==> src/hdl/assert_macros.svh <==
// assertion helpers shared by the rtl files
`ifndef ASSERT_MACROS_SVH
`define ASSERT_MACROS_SVH

// property checked on every rising edge, skipped while reset is low
`define ASSERT_CLK(label, clk, rstn, prop, msg) \
    label: assert property (@(posedge clk) disable iff (!rstn) prop) else $error(msg);

// the same property, also checked while reset is low
`define ASSERT_ALWAYS(label, clk, prop, msg) \
    label: assert property (@(posedge clk) prop) else $error(msg);

`endif

==> src/hdl/md5_pkg.sv <==
// ----------------------------------------------------------------------------
// md5_pkg
// Constants, tables and round functions shared by the md5 engine modules.
// ----------------------------------------------------------------------------
package md5_pkg;

    localparam int unsigned ByteW  = 8;
    localparam int unsigned WordW  = 32;
    localparam int unsigned CountW = 61;
    localparam int unsigned HalfW  = 64;
    localparam int unsigned BufDepth = 64;
    localparam int unsigned BufAw  = 6;
    localparam int unsigned RoundW = 6;

    localparam logic [WordW-1:0] IvA = 32'h67452301;
    localparam logic [WordW-1:0] IvB = 32'hefcdab89;
    localparam logic [WordW-1:0] IvC = 32'h98badcfe;
    localparam logic [WordW-1:0] IvD = 32'h10325476;
    localparam logic [ByteW-1:0] PadByte = 8'h80;

    // controller to round unit
    typedef struct packed {
        logic       start;   // load working words from chain, begin 64 rounds
    } rnd_ctrl_t;

    typedef struct packed {
        logic       busy;
        logic       done;    // chain updated this cycle
    } rnd_stat_t;

    function automatic logic [WordW-1:0] round_k(input logic [RoundW-1:0] r);
        logic [WordW-1:0] k;
        unique case (r)
            6'd0: k = 32'hd76aa478;  6'd1: k = 32'he8c7b756;
            6'd2: k = 32'h242070db;  6'd3: k = 32'hc1bdceee;
            6'd4: k = 32'hf57c0faf;  6'd5: k = 32'h4787c62a;
            6'd6: k = 32'ha8304613;  6'd7: k = 32'hfd469501;
            6'd8: k = 32'h698098d8;  6'd9: k = 32'h8b44f7af;
            6'd10: k = 32'hffff5bb1; 6'd11: k = 32'h895cd7be;
            6'd12: k = 32'h6b901122; 6'd13: k = 32'hfd987193;
            6'd14: k = 32'ha679438e; 6'd15: k = 32'h49b40821;
            6'd16: k = 32'hf61e2562; 6'd17: k = 32'hc040b340;
            6'd18: k = 32'h265e5a51; 6'd19: k = 32'he9b6c7aa;
            6'd20: k = 32'hd62f105d; 6'd21: k = 32'h02441453;
            6'd22: k = 32'hd8a1e681; 6'd23: k = 32'he7d3fbc8;
            6'd24: k = 32'h21e1cde6; 6'd25: k = 32'hc33707d6;
            6'd26: k = 32'hf4d50d87; 6'd27: k = 32'h455a14ed;
            6'd28: k = 32'ha9e3e905; 6'd29: k = 32'hfcefa3f8;
            6'd30: k = 32'h676f02d9; 6'd31: k = 32'h8d2a4c8a;
            6'd32: k = 32'hfffa3942; 6'd33: k = 32'h8771f681;
            6'd34: k = 32'h6d9d6122; 6'd35: k = 32'hfde5380c;
            6'd36: k = 32'ha4beea44; 6'd37: k = 32'h4bdecfa9;
            6'd38: k = 32'hf6bb4b60; 6'd39: k = 32'hbebfbc70;
            6'd40: k = 32'h289b7ec6; 6'd41: k = 32'heaa127fa;
            6'd42: k = 32'hd4ef3085; 6'd43: k = 32'h04881d05;
            6'd44: k = 32'hd9d4d039; 6'd45: k = 32'he6db99e5;
            6'd46: k = 32'h1fa27cf8; 6'd47: k = 32'hc4ac5665;
            6'd48: k = 32'hf4292244; 6'd49: k = 32'h432aff97;
            6'd50: k = 32'hab9423a7; 6'd51: k = 32'hfc93a039;
            6'd52: k = 32'h655b59c3; 6'd53: k = 32'h8f0ccc92;
            6'd54: k = 32'hffeff47d; 6'd55: k = 32'h85845dd1;
            6'd56: k = 32'h6fa87e4f; 6'd57: k = 32'hfe2ce6e0;
            6'd58: k = 32'ha3014314; 6'd59: k = 32'h4e0811a1;
            6'd60: k = 32'hf7537e82; 6'd61: k = 32'hbd3af235;
            6'd62: k = 32'h2ad7d2bb; 6'd63: k = 32'heb86d391;
            default: k = '0;
        endcase
        return k;
    endfunction

    function automatic logic [4:0] round_s(input logic [RoundW-1:0] r);
        logic [4:0] s;
        unique case ({r[5:4], r[1:0]})
            4'd0: s = 5'd7;   4'd1: s = 5'd12;  4'd2: s = 5'd17;  4'd3: s = 5'd22;
            4'd4: s = 5'd5;   4'd5: s = 5'd9;   4'd6: s = 5'd14;  4'd7: s = 5'd20;
            4'd8: s = 5'd4;   4'd9: s = 5'd11;  4'd10: s = 5'd16; 4'd11: s = 5'd23;
            4'd12: s = 5'd6;  4'd13: s = 5'd10; 4'd14: s = 5'd15; 4'd15: s = 5'd21;
            default: s = '0;
        endcase
        return s;
    endfunction

    // message word index used by round r
    function automatic logic [3:0] round_g(input logic [RoundW-1:0] r);
        logic [3:0] g;
        unique case (r[5:4])
            2'd0: g = r[3:0];
            2'd1: g = 4'(5 * r[3:0] + 1);
            2'd2: g = 4'(3 * r[3:0] + 5);
            2'd3: g = 4'(7 * r[3:0]);
            default: g = '0;
        endcase
        return g;
    endfunction

    function automatic logic [WordW-1:0] round_f(input logic [1:0] q,
        input logic [WordW-1:0] b, input logic [WordW-1:0] c,
        input logic [WordW-1:0] d);
        logic [WordW-1:0] f;
        unique case (q)
            2'd0: f = (b & c) | (~b & d);
            2'd1: f = (b & d) | (c & ~d);
            2'd2: f = b ^ c ^ d;
            2'd3: f = c ^ (b | ~d);
            default: f = '0;
        endcase
        return f;
    endfunction

endpackage

==> src/hdl/md5_round.sv <==
// ----------------------------------------------------------------------------
// md5_round
// One md5 round per cycle over a word-wide block memory, chain words kept here.
// Message words are read from a 16x32 memory in the cycle before their round.
// ----------------------------------------------------------------------------
module md5_round (
    input  logic                       aclk,
    input  logic                       aresetn,
    input  md5_pkg::rnd_ctrl_t         ctrl,
    output md5_pkg::rnd_stat_t         stat,
    output logic [3:0]                 rd_addr,
    input  logic [md5_pkg::WordW-1:0]  rd_word,
    input  logic                       chain_init,
    output logic [4*md5_pkg::WordW-1:0] chain
);
    import md5_pkg::*;

    logic [WordW-1:0] ca_reg, cb_reg, cc_reg, cd_reg;
    logic [WordW-1:0] a_reg, b_reg, c_reg, d_reg;
    logic [RoundW-1:0] rnd_reg;
    logic             run_reg, fin_reg;
    logic [WordW-1:0] sum, rot, t;
    logic [4:0]       sh;

    // word for round rnd_reg was read last cycle; read next round's word now
    assign rd_addr = ctrl.start ? round_g('0) : round_g(rnd_reg + 1'b1);
    assign sum = a_reg + round_f(rnd_reg[5:4], b_reg, c_reg, d_reg) + rd_word
                 + round_k(rnd_reg);
    assign sh  = round_s(rnd_reg);
    assign rot = (sum << sh) | (sum >> (6'd32 - {1'b0, sh}));
    assign t   = b_reg + rot;

    always_ff @(posedge aclk) begin
        if (!aresetn) begin
            run_reg <= 1'b0;
            fin_reg <= 1'b0;
            rnd_reg <= '0;
            ca_reg <= IvA; cb_reg <= IvB; cc_reg <= IvC; cd_reg <= IvD;
        end else begin
            fin_reg <= 1'b0;
            if (ctrl.start) begin
                run_reg <= 1'b1;
                rnd_reg <= '0;
                a_reg <= ca_reg; b_reg <= cb_reg; c_reg <= cc_reg; d_reg <= cd_reg;
            end else if (run_reg) begin
                a_reg <= d_reg; b_reg <= t; c_reg <= b_reg; d_reg <= c_reg;
                rnd_reg <= rnd_reg + 1'b1;
                if (rnd_reg == RoundW'(63)) begin
                    run_reg <= 1'b0;
                    fin_reg <= 1'b1;
                end
            end
            if (fin_reg) begin
                ca_reg <= ca_reg + a_reg; cb_reg <= cb_reg + b_reg;
                cc_reg <= cc_reg + c_reg; cd_reg <= cd_reg + d_reg;
            end else if (chain_init) begin
                ca_reg <= IvA; cb_reg <= IvB; cc_reg <= IvC; cd_reg <= IvD;
            end
        end
    end

    assign stat.busy = run_reg | fin_reg;
    assign stat.done = fin_reg;
    assign chain = {cd_reg, cc_reg, cb_reg, ca_reg};

    `include "assert_macros.svh"
    `ASSERT_CLK(a_no_start_busy, aclk, aresetn, ctrl.start |-> !(run_reg || fin_reg),
        "compression started while busy")
    `ASSERT_CLK(a_fin_after_last, aclk, aresetn,
        (run_reg && rnd_reg == RoundW'(63)) |=> fin_reg, "missing chain update")
endmodule

==> src/hdl/md5_digest_engine_unit.sv <==
// md5 engine: one byte item per cycle while a block fills; a full block
// stalls input while the single shared round unit runs its 64 rounds,
// reads ahead and updates the chain. a final item adds padding: one or
// two blocks, each a fill sweep of up to 64 bytes plus the rounds, then two
// digest items. synchronous active-low reset restores the initial chain.
// ----------------------------------------------------------------------------
// md5_digest_engine_unit
// Streaming md5 hash engine: byte items in, two 64-bit digest items out.
// ----------------------------------------------------------------------------
module md5_digest_engine_unit (
    input  logic        aclk,
    input  logic        aresetn,
    input  logic        s_tvalid,
    output logic        s_tready,
    input  logic [7:0]  s_tdata,   // data_byte
    input  logic        s_tlast,   // is_final
    input  logic        s_tuser,   // no_byte
    output logic        m_tvalid,
    input  logic        m_tready,
    output logic [63:0] m_tdata,   // digest_half
    output logic        m_tlast    // is_last_half
);
    import md5_pkg::*;

    localparam logic [2:0] ST_IN   = 3'd0;
    localparam logic [2:0] ST_HASH = 3'd1;
    localparam logic [2:0] ST_PAD  = 3'd2;
    localparam logic [2:0] ST_PHSH = 3'd3;
    localparam logic [2:0] ST_OUT0 = 3'd4;
    localparam logic [2:0] ST_OUT1 = 3'd5;

    logic [2:0]        st_reg;
    logic [CountW-1:0] cnt_reg;
    logic [BufAw-1:0]  pos_reg;
    logic              second_reg; // padding needs a length block after this one
    logic              start_reg;
    logic [WordW-1:0]  rd_word_reg;
    logic [3:0]        rd_addr;
    logic [3:0]        wr_addr;
    logic [1:0]        wr_lane;
    logic              wr_en;
    logic [ByteW-1:0]  wr_byte;
    logic [63:0]       bits;
    logic [4*WordW-1:0] chain;
    rnd_ctrl_t         ctrl;
    rnd_stat_t         stat;
    logic              acc;
    logic              chain_init;
    logic [127:0]      dig;

    // four byte-lane memories: words filled bytewise one lane at a time, read whole
    logic [ByteW-1:0]  lane_mem [4][16];

    assign acc = s_tvalid && s_tready;
    assign s_tready = (st_reg == ST_IN);
    assign bits = {cnt_reg, 3'b000};

    md5_round u_round (
        .aclk(aclk), .aresetn(aresetn), .ctrl(ctrl), .stat(stat),
        .rd_addr(rd_addr), .rd_word(rd_word_reg), .chain_init(chain_init),
        .chain(chain)
    );
    assign ctrl.start = start_reg;

    // write port: one byte into one lane per cycle
    always_comb begin
        wr_en = 1'b0;
        wr_byte = '0;
        unique case (st_reg)
            ST_IN: begin
                wr_en = acc && !s_tuser;
                wr_byte = s_tdata;
            end
            ST_PAD: begin
                wr_en = 1'b1;
                if (pos_reg == cnt_reg[5:0] && !second_reg)
                    wr_byte = PadByte;
                else if (pos_reg >= 6'd56 && (second_reg || cnt_reg[5:0] < 6'd56))
                    wr_byte = bits[8*(pos_reg[2:0]) +: 8];
                else
                    wr_byte = '0;
            end
            default: ;
        endcase
    end
    assign wr_addr = st_reg == ST_IN ? cnt_reg[5:2] : pos_reg[5:2];
    assign wr_lane = st_reg == ST_IN ? cnt_reg[1:0] : pos_reg[1:0];

    always_ff @(posedge aclk) begin
        if (wr_en) lane_mem[wr_lane][wr_addr] <= wr_byte;
        rd_word_reg <= {lane_mem[3][rd_addr], lane_mem[2][rd_addr],
                        lane_mem[1][rd_addr], lane_mem[0][rd_addr]};
    end
    assign dig = chain;

    always_comb begin
        chain_init = 1'b0;
        if (st_reg == ST_OUT1 && m_tready) chain_init = 1'b1;
    end

    always_ff @(posedge aclk) begin
        if (!aresetn) begin
            st_reg <= ST_IN;
            cnt_reg <= '0;
            pos_reg <= '0;
            second_reg <= 1'b0;
            start_reg <= 1'b0;
        end else begin
            start_reg <= 1'b0;
            unique case (st_reg)
                ST_IN: if (acc) begin
                    if (!s_tuser) cnt_reg <= cnt_reg + 1'b1;
                    if (!s_tuser && cnt_reg[5:0] == 6'd63) begin
                        start_reg <= 1'b1;
                        st_reg <= ST_HASH;
                        second_reg <= s_tlast;
                    end else if (s_tlast) begin
                        st_reg <= ST_PAD;
                        pos_reg <= s_tuser ? cnt_reg[5:0] : cnt_reg[5:0] + 1'b1;
                        second_reg <= 1'b0;
                    end
                end
                ST_HASH: if (stat.done) begin
                    if (second_reg) begin
                        st_reg <= ST_PAD;
                        pos_reg <= '0;
                        second_reg <= 1'b0;
                    end else st_reg <= ST_IN;
                end
                ST_PAD: begin
                    pos_reg <= pos_reg + 1'b1;
                    if (pos_reg == 6'd63) begin
                        start_reg <= 1'b1;
                        st_reg <= ST_PHSH;
                    end
                end
                ST_PHSH: if (stat.done) begin
                    if (cnt_reg[5:0] >= 6'd56 && !second_reg) begin
                        second_reg <= 1'b1;
                        pos_reg <= '0;
                        st_reg <= ST_PAD;
                    end else st_reg <= ST_OUT0;
                end
                ST_OUT0: if (m_tready) st_reg <= ST_OUT1;
                ST_OUT1: if (m_tready) begin
                    st_reg <= ST_IN;
                    cnt_reg <= '0;
                    second_reg <= 1'b0;
                end
                default: st_reg <= ST_IN;
            endcase
        end
    end

    assign m_tvalid = (st_reg == ST_OUT0) || (st_reg == ST_OUT1);
    assign m_tlast  = (st_reg == ST_OUT1);
    assign m_tdata  = m_tlast ?
        {dig[71:64], dig[79:72], dig[87:80], dig[95:88],
         dig[103:96], dig[111:104], dig[119:112], dig[127:120]} :
        {dig[7:0], dig[15:8], dig[23:16], dig[31:24],
         dig[39:32], dig[47:40], dig[55:48], dig[63:56]};

    `include "assert_macros.svh"
    `ASSERT_CLK(a_no_in_while_out, aclk, aresetn, m_tvalid |-> !s_tready,
        "input taken during digest output")
    `ASSERT_CLK(a_start_idle, aclk, aresetn, start_reg |-> !stat.busy,
        "block start while rounds running")
    `ASSERT_ALWAYS(a_reset_idle, aclk, !aresetn |=> (s_tready && !m_tvalid),
        "not idle after reset")
endmodule
==> config.mk <==
export PLATFORM = sky130hd
export DESIGN_NAME = md5_digest_engine_unit
export DESIGN_NICKNAME = d
export VERILOG_FILES = /design/src/hdl/md5_pkg.sv /design/src/hdl/md5_round.sv /design/src/hdl/md5_digest_engine_unit.sv
export VERILOG_INCLUDE_DIRS = /design/src /design/src/hdl
export SDC_FILE = /design/constraint.sdc
export NUM_CORES = 2
export LEC_CHECK = 0
export BUFFER_PORTS_ARGS = -buffer_cell sky130_fd_sc_hd__buf_2
export CAP_MARGIN = 0
export CORE_UTILIZATION = 62
export CTS_CLUSTER_SIZE = 8
export DETAILED_ROUTE_END_ITERATION = 6
export PLACE_DENSITY = 0.82
export SYNTH_ARGS = -nofsm -noshare
export SYNTH_HDL_FRONTEND = slang
export SYNTH_HIERARCHICAL = 1
export SYNTH_SLANG_ARGS = --single-unit
==> constraint.sdc <==
create_clock -name aclk -period 14.8 [get_ports aclk]
set_input_delay 2.96 -clock aclk [delete_from_list [all_inputs] [get_ports aclk]]
set_output_delay 2.96 -clock aclk [all_outputs]
set_load 0.05 [all_outputs]
# Word level (Yosys, flattened, before mapping)
# Memory sizes are Yosys's and may differ from the RTL's. A register that Yosys moved wholly into a read port is not among the register bits.
# Index checks and enable logic that the tools add are counted.
dict set report word_totals {
  mem_count 3
  romBits 2128
  ram_bits 512
  reg_bits 368
}
dict set report classes {
  mul 3
  shifts 3
  eq_ne 27
  n_reduce_logical 27
  addsub 15
  bitwise_logic 17
  n_mux 87
  order_cmp 6
}
# memory words word_bits rd rd_clocked_by_memory_dff wr line
set memory_table {}
lappend memory_table {{(name not given)} 64 32 1 1 0 md5_pkg.sv:33} ;# unique case (r)
lappend memory_table {lane_mem 4 128 4 0 1 md5_digest_engine_unit.sv:52} ;# logic [ByteW-1:0] lane_mem [4][16];
lappend memory_table {{(name not given)} 16 5 1 1 0 md5_pkg.sv:73} ;# unique case ({r[5:4], r[1:0]})
# cell n
set ops {}
lappend ops {{2-to-1 mux 32 bit} 16}
lappend ops {{adder 32 bit} 8}
lappend ops {{2-to-1 mux 61 bit} 3}
lappend ops {{bitwise AND 32 bit} 4}
lappend ops {{binary-select mux 8 bit (select 4 bit)} 4}
lappend ops {{2-to-1 mux 128 bit} 1}
lappend ops {{OR 32 bit} 4}
lappend ops {{case mux 32 bit (4 select lines)} 1}
lappend ops {{case mux 61 bit (2 select lines)} 1}
lappend ops {{bitwise XOR 32 bit} 3}
lappend ops {{2-to-1 mux 8 bit} 11}
lappend ops {{2-to-1 mux 64 bit} 1}
lappend ops {{NOT 32 bit} 2}
lappend ops {{variable part select 64 x 7 -> 8 bit} 1}
lappend ops {{adder 61 x 1 -> 61 bit, second input constant} 1}
lappend ops {{2-to-1 mux 6 bit} 10}
lappend ops {{demux 8 bit (select 4 bit)} 1}
lappend ops {{left shift 32 x 5 -> 32 bit} 1}
lappend ops {{right shift 32 x 6 -> 32 bit} 1}
lappend ops {{2-to-1 mux 3 bit} 9}
lappend ops {{case mux 6 bit (4 select lines)} 1}
lappend ops {{adder 6 x 1 -> 6 bit, second input constant} 3}
lappend ops {{== test 6 bit, second input constant} 3}
lappend ops {{case mux 3 bit (6 select lines)} 1}
lappend ops {{other kinds (40)} 94}

# Logic depth before layout (Yosys ltp)
dict set report logic_depth {
  ltp_word 12
  ltp_mapped 38
}

# Cells and area by module
# Netlist, hierarchy kept.
# mod n_inst cells_per_inst area_per_inst_um2
set modules_own_cells {}
lappend modules_own_cells {md5_round 1 3890 31097.3}
lappend modules_own_cells {md5_digest_engine_unit 1 1619 25614.6}

# Least setup slack after synthesis
# No wires, ideal clock.
dict set report synth_path {
  path_kind {reg2reg}
  from {reg u_round.rnd_reg[4]}
  to {reg u_round.b_reg[26] (data pin)}
  t_arrival_ps 8499
  path_buffers 4
  synth_period_minus_slack_ps 8765
  path_stages_with_launch 37
  setup_slack_ps 6035
  setup_ps 267
  path_cell_list {dfxtp_1 clkbuf_1 clkbuf_1 clkbuf_1 buf_1 a21oi_1 o32ai_1 fa_1 fa_1 inv_1 ha_1 inv_1 fa_1 nor2b_4 o31a_4 o2111ai_4 o211ai_4 o211a_1 or3_1 and2_4 mux4_2 mux2i_1 mux2i_1 a221o_1 ha_1 fa_1 a21o_1 a21o_1 a21oi_1 o211ai_1 a41oi_1 o21ai_0 a211oi_1 o211ai_1 a21oi_1 xor2_1 o21ai_0}
}
dict set report synth_via {
  elab_chain_len 10
  word_cells_on_any_way 14
  cone_classes {4 x add/sub; 3 x eq/ne; 2 x shift; 3 x mux; 1 x bitwise; 1 x reduce/logical}
}
# item line
set synth_rtl {}
lappend synth_rtl {{start, declared} md5_round.sv:20} ;# logic [RoundW-1:0] rnd_reg;
lappend synth_rtl {{start signal, assigned} md5_round.sv:47} ;# rnd_reg <= rnd_reg + 1'b1;
lappend synth_rtl {{== test 2 bit (tied with other cells)} md5_pkg.sv:100} ;# unique case (q)
lappend synth_rtl {{case mux 32 bit (4 select lines) (*)} md5_pkg.sv:100}
lappend synth_rtl {{adder 32 bit (*) (2 in series)} md5_round.sv:27} ;# assign sum = a_reg + round_f(rnd_reg[5:4], b_reg, c_reg, d_reg) + rd_word
lappend synth_rtl {{adder 32 bit (*)} md5_round.sv:28} ;# + round_k(rnd_reg);
lappend synth_rtl {{right shift 32 x 6 -> 32 bit or left shift 32 x 5 -> 32 bit (tied branches)} md5_round.sv:30} ;# assign rot = (sum << sh) | (sum >> (6'd32 - {1'b0, sh}));
lappend synth_rtl {{OR 32 bit (*)} md5_round.sv:30}
lappend synth_rtl {{adder 32 bit (*)} md5_round.sv:31} ;# assign t = b_reg + rot;
lappend synth_rtl {{2-to-1 mux 32 bit (*)} md5_round.sv:45} ;# end else if (run_reg) begin
lappend synth_rtl {{2-to-1 mux 32 bit (*)} md5_round.sv:41} ;# if (ctrl.start) begin
lappend synth_rtl {{end signal, assigned} md5_round.sv:44} ;# a_reg <= ca_reg; b_reg <= cb_reg; c_reg <= cc_reg; d_reg <= cd_reg;
lappend synth_rtl {{end signal, assigned} md5_round.sv:46} ;# a_reg <= d_reg; b_reg <= t; c_reg <= b_reg; d_reg <= c_reg;
lappend synth_rtl {{end, declared} md5_round.sv:19} ;# logic [WordW-1:0] a_reg, b_reg, c_reg, d_reg;
# Every way passes the cells marked *; elsewhere a longest branch is shown, timed or not. The select of a mux whose other input is x is not followed.
# A chain may end at the register's enable or synchronous reset.

# Worst setup path in the final report
dict set report layout_path {
  from {reg u_round.rnd_reg[5]}
  to {reg u_round.b_reg[26] (data pin)}
}
# The elaborated chain is that of the path after synthesis.

==> results.py <==
metrics = {
    "sta": {
        "finalCritPeriodShare_pct": 69.5,
        "report.final.slew_viol_count": 0,
        "hold_viol_final": 0,
        "fin_setup_tns_ns": 0,
        "fmax_mhz": 97.2,
        "finalCriticalPeriod_ns": 10.29,
        "slew_headroom_pct": 4.41,
        "clock_skew_ns": 0.0562,
        "setup_viol": 0,
        "grt_setup_unrepaired": "no",
        "setup_ws_ns": 4.51,
        "worst_pin_slew_ns": 1.43,
    },
    "die": {
        "core-area_sq_um": 90300,
        "fp.dieArea_sq_um": 92700,
        "die_height_microns": 304,
        "rows": 110,
        "start_util_pct": 62.8,
        "ios": 81,
        "die-width_microns": 304,
    },
    "synthesis": {
        "syn_nets": 5805,
        "synth-warning-count": 6,
        "synth_cells": 5508,
        "synth_area_sq_um": 56700,
        "avgSynthCellArea_sq_um": 10.3,
    },
    "critical_path": {
        "worstSetupStartpointType": "register",
        "r2r_slack_ns": 4.51,
        "end_kind": "register",
        "slowest_stage": "dfxtp_2",
        "slowest_delay_ns": 0.79,
        "arrival_ns": 10.73,
        "critPathCapture": "u_round/b_reg[26]$_DFFE_PP_",
        "r2r_cells": 33,
        "r2r_end": "u_round/b_reg[26]$_DFFE_PP_",
        "cp_top_family": "compound AO/OA/AOI/OAI gates",
        "reg2reg_from": "u_round/rnd_reg[5]$_SDFFE_PP0P_",
        "critPathBufInv": 3,
        "required_ns": 15.24,
        "crit_cells": 33,
        "path_class": "reg -> reg",
        "path_max_fanout": 21,
        "worstSetupStartpoint": "u_round/rnd_reg[5]$_SDFFE_PP0P_",
    },
    "clock_network": {
        "h-tree-depth": 4,
        "cts_root_buf": "clkbuf_16",
        "cts_setup_buffers": 0,
        "cts_tree": "built",
        "clk_latency_ns": 0.76,
        "cts_made_buffers": 133,
        "ctsLongestPathBuffers": 3,
        "cts_hold_buffers": 0,
        "cts_repair_resize_count": 0,
        "clock_sinks": 917,
        "clk_pin_slew_ns": 0.05,
    },
    "power": {
        "leakagePower_nw": 22.6,
        "power_frac_clock_pct": 46.7,
        "p_int_w": 0.00466,
        "p_total_w": 0.00625,
        "p_sw_share_pct": 25.4,
        "combPwrFrac_pct": 6.5,
        "seq_power_share_pct": 46.8,
        "ir_drop_mv": 0.137,
        "powerDensity_nw_per_um2": 101,
        "p_sw_w": 0.00159,
    },
    "global_route": {
        "grt_usage_pct": 39.5,
        "grt_first_pass_wirelength_mm": 279,
        "grt.overflow.total": 0,
        "antenna_found_initial": 6,
        "grt_pass1_vias": 45200,
        "grt_max_degree": 119,
    },
    "placement": {
        "port_buffers": 80,
        "hpwl_mm": 122,
        "gp_congestion": 1.01,
        "preCtsSetupSlack_ns": 4.83,
    },
    "cells_and_area": {
        "drive_above_1_share_pct": 13.0,
        "syn_to_final_growth_pct": 9.17,
        "final_core_util_pct": 68.6,
        "fillCellCount": 6353,
        "nets": 5757,
        "largest_reg_flops": 512,
    },
    "worst_hold_path": {
        "hold_class": "reg -> reg",
        "hold_start": "u_round/cc_reg[31]$_SDFFE_PN1P_",
    },
    "drt": {
        "vias": 47400,
        "drt.antenna.violating_nets": 0,
        "drt_first_pass_iters": 7,
        "drc_errors": 1,
        "routed_wl_mm": 186,
        "viasPerCell": 7.05,
        "drtIter0Drc": 7052,
        "routedWlPerCell_microns": 27.7,
    },
    "job": {
        "cap_violations": 0,
    },
    "run_status": {
        "violations": "design-rule violations",
        "outcome": "finished, violations left",
    },
}
## worst min path at each step
| stage | cells past startpoint | slack, ns | end |
|---|---|---|---|
| final | 1 | 0.49 | u_round/cc_reg[31]$_SDFFE_PN1P_ |
| after global routing | 1 | 0.51 | u_round/cc_reg[31]$_SDFFE_PN1P_ |
| after CTS | 1 | 0.49 | u_round/cc_reg[31]$_SDFFE_PN1P_ |
| after detailed placement | 2 | 0.48 | cnt_reg[49]$_SDFFE_PN0P_ |
| after global placement | 2 | 0.47 | cnt_reg[49]$_SDFFE_PN0P_ |
| after floorplan | 1 | 0.44 | u_round/cc_reg[31]$_SDFFE_PN1P_ |
## through the flow
stage / area (sq um) / hold WS (ns) / cells
floorplan: 56700 / 0.443 / 5508
global placement: 57900 / 0.467 / 6500
detailed placement: 57900 / 0.478 / 6500
CTS: 61900 / 0.487 / 6714
global route: 61900 / 0.506 / 6715
finish: 61900 / 0.489 / 6717
## worst register-to-register path: cells and delay by family, from the launching register on
family                   cells  cell delay (ns)
AO/OA/AOI/OAI               15             3.93
adder cells (fa/ha/maj)      5             2.04
multiplexers                 3             0.96
XOR/XNOR                     2             0.34
AND/OR/NAND/NOR              5             1.09
buffers and inverters        3             0.86
flip-flops                   1             0.79
## layout by cell type (no fill, tap or decap), types with 45 or more instances in the layout
master	instances
edfxtp_1	640
nand2_1	625
nor2_1	383
a21oi_1	378
o21ai_0	326
dfxtp_1	270
inv_1	264
ha_1	215
mux4_2	201
nor3_1	187
xnor2_1	145
clkbuf_16	133
mux2_2	110
nand3_1	95
xor2_1	93
a21o_1	81
buf_2	79
nor2b_1	78
buf_4	70
fa_1	68
clkbuf_1	63
mux2i_1	59
a211oi_1	59
a31oi_1	50
o22ai_1	50
o31ai_1	49
o211ai_1	45
a221oi_1	45
## cell type report
class / count / area (sq um) / area share (%)
tap: 1176 / 1470 / 2.38
clock inverter: 17 / 384 / 0.621
inverter: 272 / 1020 / 1.65
antenna: 2 / 5.00 / 0.00808
multi-input combinational: 3985 / 29700 / 48.0
timing repair buffer: 151 / 946 / 1.53
clock buffer: 197 / 3580 / 5.78
sequential: 917 / 24800 / 40.0
## layer usage
layer	routed length [microns]	up-vias	share of wire (%)	global-route usage (%)
met5	76	-	0.041	0
met4	13200	8	7.1	24.2
met3	20700	803	11	9.19
met2	85300	3497	46	62.4
met1	67000	22600	36	49.6
li1	-	20400	-	-
## power by group through the flow
stage          registers [W]  clock network (W)  logic (W)
6_report             0.00293            0.00292   0.000404
5_1_grt              0.00293            0.00302   0.000411
4_1_cts              0.00292            0.00292   0.000385
3_5_place_dp         0.00297                  0   0.000371
3_3_place_gp         0.00297                  0   0.000340
2_1_floorplan        0.00297                  0   0.000227
(Power assumes the default switching activity.)
